File: src/rdm_pkg.sv
// Shared types, codes and constants of the RDM discovery responder.
`timescale 1ns / 1ps

package rdm_pkg;

    // Request operation codes as carried in the input tuser.
    typedef enum logic [1:0] {
        OP_DUB    = 2'd0,
        OP_MUTE   = 2'd1,
        OP_UNMUTE = 2'd2,
        OP_OTHER  = 2'd3
    } op_t;

    // Result kinds as carried in the output tuser.
    typedef enum logic [1:0] {
        KIND_NONE = 2'd0,
        KIND_DISC = 2'd1,
        KIND_ACK  = 2'd2
    } kind_t;

    // One classified request waiting for the back end.
    typedef struct packed {
        kind_t kind;
        logic  subdev;
    } rdm_job_t;

    // Configuration register indexes.
    localparam logic REG_OWN_UID = 1'b0;
    localparam logic REG_HAS_SUB = 1'b1;

    localparam int          UID_W          = 48;
    localparam int          CFG_DATA_W     = 64;
    localparam int          CFG_ADDR_W     = 4;
    localparam int          QUEUE_DEPTH    = 2;
    localparam logic [7:0]  PREAMBLE_BYTE  = 8'hFE;
    localparam logic [4:0]  PREAMBLE_COUNT = 5'd7;
    localparam logic [7:0]  SEPARATOR_BYTE = 8'hAA;
    localparam logic [7:0]  ENC_HI         = 8'hAA;
    localparam logic [7:0]  ENC_LO         = 8'h55;
    localparam logic [7:0]  DUB_LENGTH     = 8'd12;
    localparam logic [15:0] SUBDEVICE_FLAG = 16'h0002;
    localparam logic [4:0]  IDX_UID_FIRST  = 5'd8;
    localparam logic [4:0]  IDX_SUM_FIRST  = 5'd20;
    localparam logic [4:0]  IDX_LAST       = 5'd23;

    // UID byte j, counted from the most significant byte.
    function automatic logic [7:0] uid_byte(input logic [UID_W-1:0] uid,
                                            input logic [2:0] j);
        logic [7:0] b;
        case (j)
            3'd0:    b = uid[47:40];
            3'd1:    b = uid[39:32];
            3'd2:    b = uid[31:24];
            3'd3:    b = uid[23:16];
            3'd4:    b = uid[15:8];
            3'd5:    b = uid[7:0];
            default: b = 8'h00;
        endcase
        return b;
    endfunction

endpackage

File: src/rdm_front.sv
// Front end: accepts requests, keeps the mute flag and classifies each request.
`timescale 1ns / 1ps

module rdm_front (
    input  logic                      clk,
    input  logic                      rst_n,
    input  logic                      s_tvalid,
    output logic                      s_tready,
    input  logic [1:0]                s_tuser,
    input  logic [111:0]              s_tdata,
    input  logic [rdm_pkg::UID_W-1:0] own_uid,
    input  logic                      has_subdevices,
    input  logic                      q_full,
    output logic                      push,
    output rdm_pkg::rdm_job_t         job
);

    logic                      muted_reg;
    logic                      muted_next;
    rdm_pkg::op_t              op;
    logic [rdm_pkg::UID_W-1:0] lower_uid;
    logic [rdm_pkg::UID_W-1:0] upper_uid;
    logic [7:0]                param_length;
    logic                      is_unicast;
    logic                      in_range;

    // Unpack the request fields.
    assign op           = rdm_pkg::op_t'(s_tuser);
    assign lower_uid    = s_tdata[47:0];
    assign upper_uid    = s_tdata[95:48];
    assign param_length = s_tdata[103:96];
    assign is_unicast   = s_tdata[104];

    assign s_tready = !q_full;
    assign push     = s_tvalid && s_tready;
    assign in_range = (lower_uid <= own_uid) && (own_uid <= upper_uid);

    // Classify the request and work out the new mute flag.
    always_comb
    begin
        muted_next = muted_reg;
        job.kind   = rdm_pkg::KIND_NONE;
        job.subdev = has_subdevices;
        case (op)
            rdm_pkg::OP_DUB:
            begin
                if (!muted_reg && param_length == rdm_pkg::DUB_LENGTH && in_range)
                begin
                    job.kind = rdm_pkg::KIND_DISC;
                end
            end
            rdm_pkg::OP_MUTE, rdm_pkg::OP_UNMUTE:
            begin
                if (param_length == 8'd0)
                begin
                    muted_next = (op == rdm_pkg::OP_MUTE);
                    if (is_unicast)
                    begin
                        job.kind = rdm_pkg::KIND_ACK;
                    end
                end
            end
            default:
            begin
                job.kind = rdm_pkg::KIND_NONE;
            end
        endcase
    end

    // Mute flag changes only when a request is taken.
    always_ff @(posedge clk or negedge rst_n)
    begin
        if (!rst_n)
        begin
            muted_reg <= 1'b0;
        end
        else if (push)
        begin
            muted_reg <= muted_next;
        end
    end

endmodule

File: src/rdm_queue.sv
// Small FIFO of classified requests between the front and back ends.
`timescale 1ns / 1ps

module rdm_queue #(
    parameter int DEPTH = rdm_pkg::QUEUE_DEPTH
) (
    input  logic              clk,
    input  logic              rst_n,
    input  logic              push,
    input  rdm_pkg::rdm_job_t push_job,
    input  logic              pop,
    output logic              full,
    output logic              head_valid,
    output rdm_pkg::rdm_job_t head_job
);

    localparam int PTR_W = (DEPTH > 1) ? $clog2(DEPTH) : 1;
    localparam int CNT_W = $clog2(DEPTH + 1);

    rdm_pkg::rdm_job_t mem_reg [DEPTH];
    logic [PTR_W-1:0]  wr_ptr_reg;
    logic [PTR_W-1:0]  wr_ptr_next;
    logic [PTR_W-1:0]  rd_ptr_reg;
    logic [PTR_W-1:0]  rd_ptr_next;
    logic [CNT_W-1:0]  count_reg;
    logic [CNT_W-1:0]  count_next;

    assign full       = (count_reg == CNT_W'(DEPTH));
    assign head_valid = (count_reg != '0);
    assign head_job   = mem_reg[rd_ptr_reg];

    // Pointer and fill count updates.
    always_comb
    begin
        wr_ptr_next = wr_ptr_reg;
        rd_ptr_next = rd_ptr_reg;
        count_next  = count_reg;
        if (push)
        begin
            wr_ptr_next = (wr_ptr_reg == PTR_W'(DEPTH - 1)) ? '0 : wr_ptr_reg + 1'b1;
        end
        if (pop)
        begin
            rd_ptr_next = (rd_ptr_reg == PTR_W'(DEPTH - 1)) ? '0 : rd_ptr_reg + 1'b1;
        end
        if (push && !pop)
        begin
            count_next = count_reg + 1'b1;
        end
        else if (pop && !push)
        begin
            count_next = count_reg - 1'b1;
        end
    end

    always_ff @(posedge clk or negedge rst_n)
    begin
        if (!rst_n)
        begin
            wr_ptr_reg <= '0;
            rd_ptr_reg <= '0;
            count_reg  <= '0;
        end
        else
        begin
            wr_ptr_reg <= wr_ptr_next;
            rd_ptr_reg <= rd_ptr_next;
            count_reg  <= count_next;
        end
    end

    // Entry storage needs no reset.
    always_ff @(posedge clk)
    begin
        if (push)
        begin
            mem_reg[wr_ptr_reg] <= push_job;
        end
    end

endmodule

File: src/rdm_back.sv
// Back end: turns the job at the queue head into result items, one per cycle while out_ready is high.
`timescale 1ns / 1ps

module rdm_back (
    input  logic                      clk,
    input  logic                      rst_n,
    input  logic                      head_valid,
    input  rdm_pkg::rdm_job_t         head_job,
    input  logic [rdm_pkg::UID_W-1:0] own_uid,
    output logic                      pop,
    output logic                      out_valid,
    input  logic                      out_ready,
    output rdm_pkg::kind_t            out_kind,
    output logic [7:0]                out_byte,
    output logic [15:0]               out_ctrl,
    output logic                      out_last
);

    logic [4:0]  idx_reg;
    logic [4:0]  idx_next;
    logic [15:0] sum_reg;
    logic [15:0] sum_next;
    logic [4:0]  uid_pos;
    logic [7:0]  raw_byte;
    logic [7:0]  disc_byte;
    logic        take;

    assign out_valid = head_valid;
    assign out_kind  = head_job.kind;
    assign take      = out_valid && out_ready;
    assign uid_pos   = idx_reg - rdm_pkg::IDX_UID_FIRST;

    // Reply byte for the current position of a discovery reply.
    always_comb
    begin
        if (idx_reg < rdm_pkg::IDX_UID_FIRST)
        begin
            raw_byte = 8'h00;
        end
        else if (idx_reg < rdm_pkg::IDX_SUM_FIRST)
        begin
            raw_byte = rdm_pkg::uid_byte(own_uid, uid_pos[3:1]);
        end
        else if (idx_reg[1])
        begin
            raw_byte = sum_reg[7:0];
        end
        else
        begin
            raw_byte = sum_reg[15:8];
        end

        if (idx_reg < rdm_pkg::PREAMBLE_COUNT)
        begin
            disc_byte = rdm_pkg::PREAMBLE_BYTE;
        end
        else if (idx_reg < rdm_pkg::IDX_UID_FIRST)
        begin
            disc_byte = rdm_pkg::SEPARATOR_BYTE;
        end
        else if (idx_reg[0])
        begin
            disc_byte = raw_byte | rdm_pkg::ENC_LO;
        end
        else
        begin
            disc_byte = raw_byte | rdm_pkg::ENC_HI;
        end
    end

    // Result fields by kind.
    always_comb
    begin
        out_byte = 8'h00;
        out_ctrl = 16'h0000;
        out_last = 1'b1;
        case (head_job.kind)
            rdm_pkg::KIND_DISC:
            begin
                out_byte = disc_byte;
                out_last = (idx_reg == rdm_pkg::IDX_LAST);
            end
            rdm_pkg::KIND_ACK:
            begin
                out_ctrl = head_job.subdev ? rdm_pkg::SUBDEVICE_FLAG : 16'h0000;
            end
            default:
            begin
                out_last = 1'b1;
            end
        endcase
    end

    // Byte counter advances on each taken item, the checksum on each taken UID byte.
    always_comb
    begin
        idx_next = idx_reg;
        sum_next = sum_reg;
        pop      = take && out_last;
        if (take)
        begin
            if (out_last)
            begin
                idx_next = 5'd0;
            end
            else
            begin
                idx_next = idx_reg + 5'd1;
            end
            if (idx_reg < rdm_pkg::IDX_UID_FIRST)
            begin
                sum_next = 16'h0000;
            end
            else if (idx_reg < rdm_pkg::IDX_SUM_FIRST)
            begin
                sum_next = sum_reg + {8'h00, disc_byte};
            end
        end
    end

    always_ff @(posedge clk or negedge rst_n)
    begin
        if (!rst_n)
        begin
            idx_reg <= 5'd0;
            sum_reg <= 16'h0000;
        end
        else
        begin
            idx_reg <= idx_next;
            sum_reg <= sum_next;
        end
    end

endmodule

File: src/rdm_discovery_responder.sv
// Top level of the RDM discovery responder: configuration port and stream wiring.
`timescale 1ns / 1ps

// Discovery side of an RDM responder. Each input item is one request
// (unique branch, mute, un-mute or other) and yields one or more result
// items, the final one marked by tlast. A matching unique-branch request
// yields the 24-byte encoded discovery reply, one byte per cycle while
// m_tready is high; every other request yields a single item. The front
// end classifies a request and updates the mute flag in the cycle it is
// taken and accepts one item per cycle as long as the request queue
// (QUEUE_DEPTH entries) has room, so requests keep arriving while a reply
// is being sent. Configuration (own UID at byte address 0, sub-device flag
// at address 8) is to be written only while the block is idle.

module rdm_discovery_responder #(
    parameter int QUEUE_DEPTH = rdm_pkg::QUEUE_DEPTH
) (
    input  logic                           clk,
    input  logic                           rst_n,
    // APB-style configuration port
    input  logic                           psel,
    input  logic                           penable,
    input  logic                           pwrite,
    input  logic [rdm_pkg::CFG_ADDR_W-1:0] paddr,
    input  logic [rdm_pkg::CFG_DATA_W-1:0] pwdata,
    output logic [rdm_pkg::CFG_DATA_W-1:0] prdata,
    output logic                           pready,
    // Request stream
    input  logic                           s_tvalid,
    output logic                           s_tready,
    input  logic [1:0]                     s_tuser,  // op
    // lower_uid [47:0], upper_uid [95:48], param_length [103:96], is_unicast [104]
    input  logic [111:0]                   s_tdata,
    // Result stream
    output logic                           m_tvalid,
    input  logic                           m_tready,
    output logic [1:0]                     m_tuser,  // kind
    output logic [23:0]                    m_tdata,  // reply_byte [7:0], control_word [23:8]
    output logic                           m_tlast
);

    logic [rdm_pkg::UID_W-1:0] own_uid_reg;
    logic                      has_sub_reg;
    logic                      cfg_write;
    logic                      q_full;
    logic                      push;
    logic                      pop;
    logic                      head_valid;
    rdm_pkg::rdm_job_t         push_job;
    rdm_pkg::rdm_job_t         head_job;
    rdm_pkg::kind_t            out_kind;
    logic [7:0]                out_byte;
    logic [15:0]               out_ctrl;

    // Configuration registers.
    assign pready    = 1'b1;
    assign cfg_write = psel && penable && pwrite && pready;

    always_ff @(posedge clk or negedge rst_n)
    begin
        if (!rst_n)
        begin
            own_uid_reg <= '0;
            has_sub_reg <= 1'b0;
        end
        else if (cfg_write)
        begin
            if (paddr[3] == rdm_pkg::REG_OWN_UID)
            begin
                own_uid_reg <= pwdata[rdm_pkg::UID_W-1:0];
            end
            else
            begin
                has_sub_reg <= pwdata[0];
            end
        end
    end

    // Register read-back.
    always_comb
    begin
        if (paddr[3] == rdm_pkg::REG_OWN_UID)
        begin
            prdata = {{(rdm_pkg::CFG_DATA_W - rdm_pkg::UID_W){1'b0}}, own_uid_reg};
        end
        else
        begin
            prdata = {{(rdm_pkg::CFG_DATA_W - 1){1'b0}}, has_sub_reg};
        end
    end

    rdm_front u_front (
        .clk            (clk),
        .rst_n          (rst_n),
        .s_tvalid       (s_tvalid),
        .s_tready       (s_tready),
        .s_tuser        (s_tuser),
        .s_tdata        (s_tdata),
        .own_uid        (own_uid_reg),
        .has_subdevices (has_sub_reg),
        .q_full         (q_full),
        .push           (push),
        .job            (push_job)
    );

    rdm_queue #(
        .DEPTH (QUEUE_DEPTH)
    ) u_queue (
        .clk        (clk),
        .rst_n      (rst_n),
        .push       (push),
        .push_job   (push_job),
        .pop        (pop),
        .full       (q_full),
        .head_valid (head_valid),
        .head_job   (head_job)
    );

    rdm_back u_back (
        .clk        (clk),
        .rst_n      (rst_n),
        .head_valid (head_valid),
        .head_job   (head_job),
        .own_uid    (own_uid_reg),
        .pop        (pop),
        .out_valid  (m_tvalid),
        .out_ready  (m_tready),
        .out_kind   (out_kind),
        .out_byte   (out_byte),
        .out_ctrl   (out_ctrl),
        .out_last   (m_tlast)
    );

    assign m_tuser = out_kind;
    assign m_tdata = {out_ctrl, out_byte};

endmodule

File: config.mk
export PLATFORM = sky130hd
export DESIGN_NAME = rdm_discovery_responder
export DESIGN_NICKNAME = d
export VERILOG_FILES = /design/src/rdm_pkg.sv /design/src/rdm_front.sv /design/src/rdm_queue.sv /design/src/rdm_back.sv /design/src/rdm_discovery_responder.sv
export SDC_FILE = /design/constraint.sdc
export NUM_CORES = 1
export LEC_CHECK = 0
export ABC_AREA = 1
export BUFFER_PORTS_ARGS = -buffer_cell sky130_fd_sc_hd__buf_2
export CAP_MARGIN = 30
export CORE_MARGIN = 2
export CORE_UTILIZATION = 49
export CTS_CLUSTER_DIAMETER = 40
export DETAILED_ROUTE_END_ITERATION = 7
export PLACE_DENSITY = 0.8
export RECOVER_POWER = 25
export SYNTH_ARGS = -nofsm -noshare
export SYNTH_HDL_FRONTEND = slang
export SYNTH_SLANG_ARGS = --single-unit
File: constraint.sdc
create_clock -name clk -period 8.5 [get_ports clk]
set_clock_uncertainty 0.15 [all_clocks]
set_input_delay 0.425 -clock clk [delete_from_list [all_inputs] [get_ports clk]]
set_output_delay 0.425 -clock clk [all_outputs]
set_load 0.02 [all_outputs]
==> impl_metrics.toml <==
[synth]
synth_seq_cells = 81
yosys-top-cells-area = "dfrtp_1, ha_1, nand2_1, nor2_1, inv_1"
yosysSeqAreaShare = 0.2834
synthDistinctLibCells = 50
synth_edf_count = 6
netlist.area_leader.share = 0.2585
synthCells = 1017
synth_area_sq_um = 7259
ys.flop_type = "dfrtp_1"
async_reset_ff_frac = 0.9259
yosys.area.top_type = "dfrtp_1"
yosys_warnings = 0
synth.avg_cell_area_sq_um = 7.138

[run_status]
outcome = "complete, but fails checks"
violations = "capacitance limit, slew limit"

[worst_setup_path]
endpoint_kind = "asynchronous set/reset pin"
worstSetupStartpointType = "input pin"
cp_data_required_time_ps = 8000
r2r-end = "u_back.sum_reg[14]$_DFFE_PN0P_"
ff2ff_setup_slack_ps = 4770
r2r-start = "u_back.idx_reg[1]$_DFFE_PN0P_"
arrival_ps = 4120
critPathKind = "in -> async"
r2r_cells = 23
cp_max_fo = 62

[floorplanning]
core_area_sq_um = 14480
die_x_microns = 125.7
row_count = 44
die_h_microns = 125.7
die_area_sq_um = 15800
start_util = 0.5014
pin_count = 283

[global_routing]
grtUsageTotal = 0.2699
antenna_found_initial = 0
grt_pass1_wl_microns = 34000
overflow = 0
first_global_vias = 7040
grt_max_degree = 97

[sta]
finalMaxSlewViolations = 63
fin_crit_ps = 4612
rsz0062_at_grt = "no"
timing.final.crit_share = 0.5426
max_freq_mhz = 216.8
tightest_slew_ps = 3501
setup_violations = 0
hold_viol = 0
hold_ws_ps = 174.2
slew_headroom = -1.334
setup_tns_ps = 0

[place]
place_congestion = 0.9090
port_buffers = 224
dp.cells = 1404
dp_hpwl_microns = 17640
dpl-instance-area_sq_um = 8428

[cells_and_area]
layoutNonFillerInstCount = 1420
num_antenna_cells = 0
final_common_cell = "buf_2"
layout-drive-gt1-share = 0.2079
final_cell_mix = "buf_2, nand2_1, nor2_1"
largest_reg_flops = 48
fillers = 1358
design_area_sq_um = 8668
num-nets-final = 1533
area_delta_synth_final_pct = 19.41
post-route-util = 0.5987

[pwr]
power_switching_mw = 0.6711
p_sw_frac = 0.4244
share_comb_of_total_power = 0.456
p_int_mw = 0.9101
power_frac_seq = 0.319
clkPwrFrac = 0.225
pwr_density_cell_nw_per_um2 = 182.4
p_leak_nw = 5.063
vdd_drop_max_uv = 132.8

[worst_hold_path]
min_to = "own_uid_reg[42]$_DFFE_PN0P_"
whs_path_depth = 3
holdCritStartpoint = "pwdata[42]"
min_path_type = "in -> reg"

[clock_network]
cts_tree = "built"
clockBufferDepth = 2
h-tree-depth = 3
clock-sinks = 81
cts.reportedPaths.clkPinSlew_ps = 60
ctsResizeCount = 0
insertion_delay_ps = 340
cts_buffers = 9
ctsRootBufferMaster = "clkbuf_16"

[drt]
wl_per_cell_microns = 15.12
viasPerCell = 5.179
antenna_left = 0
via_count = 7354
drt_wl_total_microns = 21480
dr.pass1.iters = 5
drc = 0
drtIter0Drc = 447

[job]
cap_violations = 1
## cell type report
cell class,instances,area (sq um),share of cell area
multi-input cells,749,4370,0.5042
flip-flops and latches,81,2057,0.2373
repair buffers,226,1134,0.1308
inverters,165,619.3,0.07145
clock buffers,15,257.7,0.02973
well taps,184,230.2,0.02656
## kinds of logic after synthesis
| family | after synthesis | synth area share |
|---|---|---|
| AOI/OAI and AO/OA | 190 | 0.1434 |
| xor gates and xnor gates | 9 | 0.01086 |
| adders and majority gates | 112 | 0.1941 |
| buffers and inverters | 217 | 0.1312 |
| DFF | 81 | 0.2834 |
| muxes | 1 | 0.001379 |
| other | 2 | 0.001035 |
| and+or+nand+nor | 405 | 0.2348 |
## what timing repair did
item / in CTS / in global routing
buffers inserted: 0 / 0
hold buffers: 1 / 0
hold endpoints to repair: 13 / 0
## synth_stat cells (all sizes together), types with 3 or more instances
cell / number
edfxtp: 6
inv: 165
o211ai: 8
clkbuf: 8
ha: 111
xor2: 6
nand4: 13
nand2: 177
a21o: 3
o31ai: 4
nor3: 6
nand3: 30
dfrtp: 75
buf: 44
o21a: 3
nor2: 167
a31oi: 5
o21ai: 46
a21oi: 103
xnor2: 3
o22ai: 12
or2: 3
## power by group through the flow
stage	Sequential (mW)	Combinational [mW]	Clock [mW]
CTS	0.505	0.723	0.362
detailed placement	0.512	0.718	0
global placement	0.507	0.697	0
finish	0.505	0.721	0.355
floorplan	0.494	0.500	0
global route	0.512	0.813	0.372
## routing by layer
layer / track usage / share of wire / wire length (microns)
met3: 0.04843 / 0.067 / 1446
met4: 0.1157 / 0.036 / 775
met5: 0 / 0 / 0
met1: 0.3317 / 0.42 / 9111
met2: 0.4652 / 0.47 / 10140
## critical path, stage by stage
cell	delay (ps)
dlygate4sd3_1	520
clkbuf_1	600
clkbuf_1	2520
## worst max path at each step
| stage | startpoint | end | slack, ps | cells past startpoint |
|---|---|---|---|---|
| 2_1_floorplan | u_back.idx_reg[3]$_DFFE_PN0P_ | u_back.sum_reg[12]$_DFFE_PN0P_ | 5580 | 22 |
| 3_3_place_gp | u_back.idx_reg[1]$_DFFE_PN0P_ | u_back.sum_reg[12]$_DFFE_PN0P_ | 4890 | 23 |
| 3_5_place_dp | u_back.idx_reg[1]$_DFFE_PN0P_ | u_back.sum_reg[12]$_DFFE_PN0P_ | 4800 | 23 |
| 4_1_cts | u_back.idx_reg[1]$_DFFE_PN0P_ | u_back.sum_reg[14]$_DFFE_PN0P_ | 4800 | 23 |
| 5_1_grt | rst_n | own_uid_reg[39]$_DFFE_PN0P_ | 3110 | 3 |
| 6_report | rst_n | own_uid_reg[27]$_DFFE_PN0P_ | 3890 | 3 |
## stage by stage
step                worst slack, ps  power [mW]
global route                   3106       1.697
detailed placement             4804       1.229
CTS                            4798       1.590
floorplan                      5576      0.9934
finish                         3888       1.581
global placement               4892       1.204
No activity file was read; power rests on OpenSTA's default activity.
